<file path="config.mk">
export PLATFORM = sky130hd
export DESIGN_NAME = alt_cell
export DESIGN_NICKNAME = d
export VERILOG_FILES = /design/src/hw/rtl/alt_pkg.sv /design/src/hw/rtl/alt_cell.sv
export SDC_FILE = /design/constraint.sdc
export NUM_CORES = 1
export LEC_CHECK = 0
export BUFFER_PORTS_ARGS = -buffer_cell sky130_fd_sc_hd__buf_2
export CORE_AREA = 3 3 167 169
export CTS_CLUSTER_DIAMETER = 100
export CTS_CLUSTER_SIZE = 14
export DETAILED_ROUTE_END_ITERATION = 7
export DIE_AREA = 0 0 170 172
export GPL_ROUTABILITY_DRIVEN = 0
export PLACE_DENSITY = 0.68
export SYNTH_ARGS = -nofsm -noshare
export SYNTH_HDL_FRONTEND = slang
export SYNTH_SLANG_ARGS = --single-unit
</file>
<file path="constraint.sdc">
create_clock -name clk -period 6.2 [get_ports clk]
set_clock_uncertainty 0.15 [all_clocks]
set_input_delay 0.62 -clock clk [delete_from_list [all_inputs] [get_ports clk]]
set_output_delay 0.62 -clock clk [all_outputs]
set_load 0.01 [all_outputs]
</file>
<file path="src/hw/rtl/alt_pkg.sv">
// Package for the accepted login table: widths, codes and the chain token types.
`default_nettype none
package alt_pkg;

  localparam int ENTRIES   = 16;
  localparam int ADDR_BITS = 48;
  localparam int ADDR_W    = 48;
  localparam int KEY_W     = (ADDR_BITS < ADDR_W) ? ADDR_BITS : ADDR_W;
  localparam int IDX_W     = (ENTRIES > 1) ? $clog2(ENTRIES) : 1;
  localparam int LIVE_W    = 5;
  localparam int TIME_W    = 16;
  localparam int ATT_W     = 32;
  localparam int CID_W     = 32;
  localparam int ST_W      = 3;
  localparam int MODE_W    = 2;

  localparam logic [TIME_W-1:0] KEEP_TIME_RST = TIME_W'(2000);

  localparam logic [MODE_W-1:0] MODE_ACCEPT = 2'd0;
  localparam logic [MODE_W-1:0] MODE_QUERY  = 2'd1;
  localparam logic [MODE_W-1:0] MODE_TICK   = 2'd2;

  localparam logic [ST_W-1:0] ST_HIT      = 3'd0;
  localparam logic [ST_W-1:0] ST_INSERTED = 3'd1;
  localparam logic [ST_W-1:0] ST_MISS     = 3'd2;
  localparam logic [ST_W-1:0] ST_FULL     = 3'd3;
  localparam logic [ST_W-1:0] ST_TICK     = 3'd4;

  // request traveling down the cell chain, one cell per cycle
  typedef struct packed {
    logic              active;
    logic [MODE_W-1:0] mode;
    logic [KEY_W-1:0]  addr;
    logic [ATT_W-1:0]  attempt;
    logic [TIME_W-1:0] dt;
    logic              hit;
    logic [IDX_W-1:0]  hit_idx;
    logic [CID_W-1:0]  client;
    logic              free_found;
    logic [IDX_W-1:0]  free_idx;
    logic [LIVE_W-1:0] live;
  } token_t;

  // update broadcast to the cells at the end of a pass
  typedef struct packed {
    logic              en;
    logic              insert;
    logic [IDX_W-1:0]  idx;
    logic [TIME_W-1:0] keep;
    logic [KEY_W-1:0]  addr;
    logic [ATT_W-1:0]  attempt;
    logic [CID_W-1:0]  client;
  } wr_t;

endpackage
`default_nettype wire

</file>
<file path="src/hw/rtl/alt_cell.sv">
// One table entry cell: holds an entry, serves the passing token, takes updates.
`default_nettype none
module alt_cell import alt_pkg::*; (
  input  wire logic             clk,
  input  wire logic             rst_n,
  input  wire logic [IDX_W-1:0] cell_idx,
  input  wire token_t           tok_in,
  input  wire wr_t              wr,
  output token_t                tok_out
);

  logic              valid_r, valid_nxt;
  logic [KEY_W-1:0]  addr_r;
  logic [ATT_W-1:0]  att_r;
  logic [TIME_W-1:0] time_r, time_nxt;
  logic [CID_W-1:0]  client_r;
  token_t            tok_r, tok_nxt;
  logic              match;
  logic              lookup;
  logic              sel;

  always_comb begin
    match     = valid_r && (addr_r == tok_in.addr) && (att_r == tok_in.attempt);
    lookup    = (tok_in.mode == MODE_ACCEPT) || (tok_in.mode == MODE_QUERY);
    sel       = wr.en && (wr.idx == cell_idx);
    tok_nxt   = tok_in;
    valid_nxt = valid_r;
    time_nxt  = time_r;
    if (tok_in.active) begin
      if (lookup && match && !tok_in.hit) begin
        tok_nxt.hit     = 1'b1;
        tok_nxt.hit_idx = cell_idx;
        tok_nxt.client  = client_r;
      end
      if (!valid_r && !tok_in.free_found) begin
        tok_nxt.free_found = 1'b1;
        tok_nxt.free_idx   = cell_idx;
      end
      if (tok_in.mode == MODE_TICK && valid_r) begin
        if (time_r < tok_in.dt) begin
          valid_nxt = 1'b0;
        end else begin
          time_nxt = time_r - tok_in.dt;
        end
      end
      tok_nxt.live = tok_in.live + LIVE_W'(valid_nxt);
    end
    if (sel) begin
      time_nxt = wr.keep;
      if (wr.insert) begin
        valid_nxt = 1'b1;
      end
    end
  end

  always_ff @(posedge clk) begin
    if (!rst_n) begin
      valid_r <= 1'b0;
      tok_r   <= '0;
    end else begin
      valid_r <= valid_nxt;
      tok_r   <= tok_nxt;
    end
  end

  always_ff @(posedge clk) begin
    time_r <= time_nxt;
    if (sel && wr.insert) begin
      addr_r   <= wr.addr;
      att_r    <= wr.attempt;
      client_r <= wr.client;
    end
  end

  assign tok_out = tok_r;

endmodule
`default_nettype wire

</file>
== Word level (Yosys, flattened, before mapping) ==
Cells that the tools add are included.
Word-level totals
  bits in registers: 275
  bits of input ports: 286
  output and inout port bits: 146
  word-level logic and storage cells: 54
Cells by class
  add/subtract/negate cells: 2
  magnitude comparators: 1
  equality and inequality tests: 6
  multiplexer cells: 13
  reduce and logical (&&, ||, !) cells: 16
Operators by type and width (count)
  $mux 16: 4
  $eq 48x48->1: 1
  $mux 47: 1
  $mux 37: 1
  $eq 32x32->1: 1
  $lt 16x16->1: 1
  $sub 16x16->16: 1
  $logic_and 1x1->1: 8
  $mux 1: 6
  $add 5x1->5: 1
  $mux 5: 1
  $eq 4x4->1: 1
  $reduce_bool 2->1: 2
  $logic_not 1->1: 3
  $reduce_and 3->1: 1
  $eq 2x1->1 const B: 1
  $eq 2x2->1 const B: 1
  $logic_not 2->1: 1
  $ne 2x2->1 const B: 1
  $logic_or 1x1->1: 1

== Depth between registers and ports, before layout ==
  word-level depth: 7
  mapped depth: 14
  mapped depth without buffers: 14

== Worst setup path before layout ==
Ideal clock, no wire load.
  kind: input port to flip-flop
  start point: input cell_idx[2]
  end point: register addr_r[0] (enable)
  library setup time: 0.484 ns
  data arrival time: 3.957 ns
  path slack: 1.608 ns
  stages on the path: 3
  path buffers: 0
  cell sequence: xor2_1 nor4_1 and2_1
On the way
  word-level cells in the longest chain between the ends: 3
RTL lines
  start, declared: line alt_cell.sv:6  | input wire logic [IDX_W-1:0] cell_idx,
  $eq 4x4->1: line alt_cell.sv:25  | sel = wr.en && (wr.idx == cell_idx);
  $logic_and 1x1->1: line alt_cell.sv:25
  $logic_and 1x1->1: line alt_cell.sv:68  | if (sel && wr.insert) begin
  end signal, assigned: line alt_cell.sv:69  | addr_r <= wr.addr;
  end, declared: line alt_cell.sv:13  | logic [KEY_W-1:0] addr_r;
No other way between the ends.
A chain may end at the register's enable or synchronous reset.

== Worst setup path after layout ==
  start point: register addr_r[17]
  end point: register tok_r, in the netlist tok_out[39]
On the way
  word-level cells in the longest chain between the ends: 7
RTL lines
  $eq 48x48->1: line alt_cell.sv:23  | match = valid_r && (addr_r == tok_in.addr) && (att_r == tok_in.attempt);
  $logic_and 1x1->1 (2 in series): line alt_cell.sv:23
  $logic_and 1x1->1 (2 in series): line alt_cell.sv:30  | if (lookup && match && !tok_in.hit) begin
  $mux 37: line alt_cell.sv:30
  $mux 47: line alt_cell.sv:29  | if (tok_in.active) begin
  end signal, assigned: line alt_cell.sv:62  | tok_r <= tok_nxt;
  end, declared: line alt_cell.sv:17  | token_t tok_r, tok_nxt;
No other way between the ends.

==> impl_metrics.tcl <==
set metrics [dict create \
    power_uw 3700 \
    die-area_mm2 0.0292 \
    tightest_slew_ns 0.984 \
    dieWidth_um 170 \
    synth-main-ff-cell "dfxtp_1" \
    start_kind "register" \
    clkPwrFrac_pct 36.1 \
    ant_nets 0 \
    drt_iter0_markers 373 \
    cp-end-kind "register" \
    seq_area_frac_synth_pct 64.1 \
    p_sw_share_pct 23.0 \
    drive_gt1_share_pct 36.4 \
    power_density_mw_per_mm2 271 \
    finalSetupViolations 0 \
    synth_warnings 0 \
    io_pins 432 \
    switching_power_uw 850 \
    tns_ns 0 \
    drt_first_pass_iters 4 \
    drcViolationCount 0 \
    slowest_stage "nor2_8" \
    avgSynthCellArea_um2 12.5 \
    grt_pass1_vias 7758 \
    vias_per_cell 4.72 \
    areaGrowthSynthToFinish_pct 29.1 \
    async_flop_share_pct 0 \
    p_leak_uw 0.00607 \
    yosysUniqueCellTypes 59 \
    cts_buffers 23 \
    wl_per_cell_um 18.0 \
    clkTransAtPathRegs_ns 0.07 \
    min_period_ns 3.22 \
    max_freq_mhz 311 \
    status "finished clean" \
    slew_headroom_pct 34.4 \
    via_count 7747 \
    sequentialPowerShare_pct 53.7 \
    coreArea_mm2 0.0267 \
    overflow 0 \
    root_buffer "clkbuf_16" \
    rows 60 \
    synth-seq-cells 275 \
    initial_utilization_pct 39.6 \
    antenna_found_initial 7 \
    grt.total_usage_pct 18.9 \
    cts_tree "done" \
    cts_max_path_buffers 3 \
    crit_chain "nor2b_1 > a2111oi_0 > nand4_1 > nor4_1 > nand4_2 > nor2_8 > mux2i_1" \
    drv_slew 0 \
    cap_violations 0 \
    slowest_delay_ns 0.68 \
    finish.net_count 1588 \
    hold_viol 0 \
    grt_pass1_wl_mm 42.6 \
    cts_max_level 1 \
    syn_area_mm2 0.0106 \
    synth_cells 850 \
    cts_hold_buffers 0 \
    place_hpwl_mm 22.8 \
    crit_arrival_ns 3.51 \
    synth_nets 1155 \
    worstSetupPathType "reg -> reg" \
    cts_sinks 275 \
    rsz0062_at_grt "no" \
    fp.dieH_um 172 \
    peakVddDrop_v 0.000231 \
    routed_wl_mm 29.5 \
    portBuffers 431 \
    postCtsSetupBuffers 0 \
    pwr-share-comb_pct 10.2 \
    path_max_fanout 36 \
    cp.required_ns 6.49 \
    hold_class "in -> reg" \
    synth_enable_flop_cells 128 \
    cts-resized-gates 0 \
    p_int_uw 2850 \
    insertion_delay_ns 0.52 \
    period_share_pct 51.9 \
    grt_max_degree 111 \
]
## Yosys cell counts (2+ instances only)
cell type,count,share of area [%]
o2bb2ai_1,2,0.17
a31oi_1,3,0.18
o21ai_0,22,1.0
a21oi_1,9,0.43
nand2_1,91,3.2
o21a_1,3,0.21
nor3_1,4,0.19
nor2_1,10,0.35
mux2_2,2,0.21
mux2i_1,42,4.0
ha_1,18,2.1
o21bai_1,3,0.21
a211oi_1,2,0.14
o31a_1,2,0.17
clkbuf_8,5,0.65
or4_1,3,0.21
a2111oi_0,6,0.50
dfxtp_1,147,28
o2111ai_1,2,0.17
or2b_1,2,0.14
o22ai_1,11,0.65
clkbuf_1,17,0.60
xnor2_1,28,2.3
inv_1,49,1.7
nand2b_1,5,0.30
nand3b_1,2,0.14
and2_1,103,6.1
buf_12,3,0.57
a21o_1,8,0.57
dlygate4sd1_1,2,0.17
nand3_1,5,0.24
nand4_1,10,0.59
nor4_1,9,0.53
or4_2,2,0.17
edfxtp_1,128,36
nor2b_1,31,1.8
xor2_1,37,3.1
## layer usage
layer  global-route usage, %  up-vias  wire (um)
met5                       0        -         46
met4                    4.02        8        490
met3                    5.99       36       2700
met2                    34.3      305      15100
met1                    22.1     3621      11200
li1                        -     3777          -
## logic make-up (layout without fill, tap and decap cells)
group / count (synthesis) / count (layout) / share of synthesized area [%]
AOI/OAI and AO/OA: 86 / 86 / 5.50
buffers and inverters: 77 / 527 / 3.77
adders and majority gates: 19 / 19 / 2.32
muxes: 44 / 44 / 4.18
xor gates and xnor gates: 65 / 65 / 5.38
and+or+nand+nor: 284 / 284 / 14.7
DFF: 275 / 275 / 64.1
other: 0 / 2 / 0
## sequential cells by signal, summed over array words and instances, names as in the netlist
name,cells
addr_r,48
att_r,32
client_r,32
time_r,16
tok_out,146
valid_r,1
## per-stage QoR
stage	area, um2	worst slack (ns)	instances	utilization (%)	hold slack (ns)
3_5_place_dp	13000	2.45	1599	48.6	0.350
4_1_cts	13700	2.80	1641	51.1	0.0869
3_3_place_gp	13000	2.42	1599	48.6	0.336
2_1_floorplan	10600	1.61	850	-	0.332
6_report	13700	2.98	1643	51.1	0.118
5_1_grt	13700	2.67	1643	51.1	0.0831
## cells in the final DEF (no fill, tap or decap), types with 9 or more instances in the layout
cell type and instances:
a21oi_1 9, and2_1 102, buf_2 430, clkbuf_1 17
clkbuf_16 23, dfxtp_1 147, edfxtp_1 128, ha_1 18
inv_1 49, mux2i_1 42, nand2_1 91, nand4_1 10
nor2_1 10, nor2b_1 31, o21ai_0 22, o22ai_1 11
xnor2_1 28, xor2_1 37
## cell type report
cell class	count	area (um2)
clock inverters	2	15.0
multi-input cells	498	3410
repair buffers	436	2200
flip-flops and latches	275	6790
fillers	2427	13100
well taps	341	427
clock buffers	40	639
inverters	49	184
diodes	2	5.00
## path summary, 6_finish.rpt
path                                            start                      to  slack, ns  cells past startpoint
worst min-delay path                           wr[85]    addr_r[21]$_DFFE_PP_       0.12                      1
worst min register to register  client_r[9]$_DFFE_PP_  tok_out[19]$_SDFF_PN0_       0.36                      2
worst max-delay path             addr_r[17]$_DFFE_PP_  tok_out[39]$_SDFF_PN0_       2.98                      7
worst max register to register   addr_r[17]$_DFFE_PP_  tok_out[39]$_SDFF_PN0_       2.98                      7
## power groups by stage
stage	registers [uW]	clock network, uW	logic, uW
3_3_place_gp	2030	0	375
3_5_place_dp	2030	0	381
6_report	1990	1340	376
5_1_grt	1990	1450	419
2_1_floorplan	2060	0	152
4_1_cts	1990	1380	382
## critical path: cells and delay by family (launching register included)
| family | cells | cell delay (ns) |
|---|---|---|
| and+or+nand+nor | 5 | 1.67 |
| AOI/OAI and AO/OA | 1 | 0.61 |
| DFF | 1 | 0.39 |
| muxes | 1 | 0.27 |
Note: power is estimated with default switching activity, not from simulation.
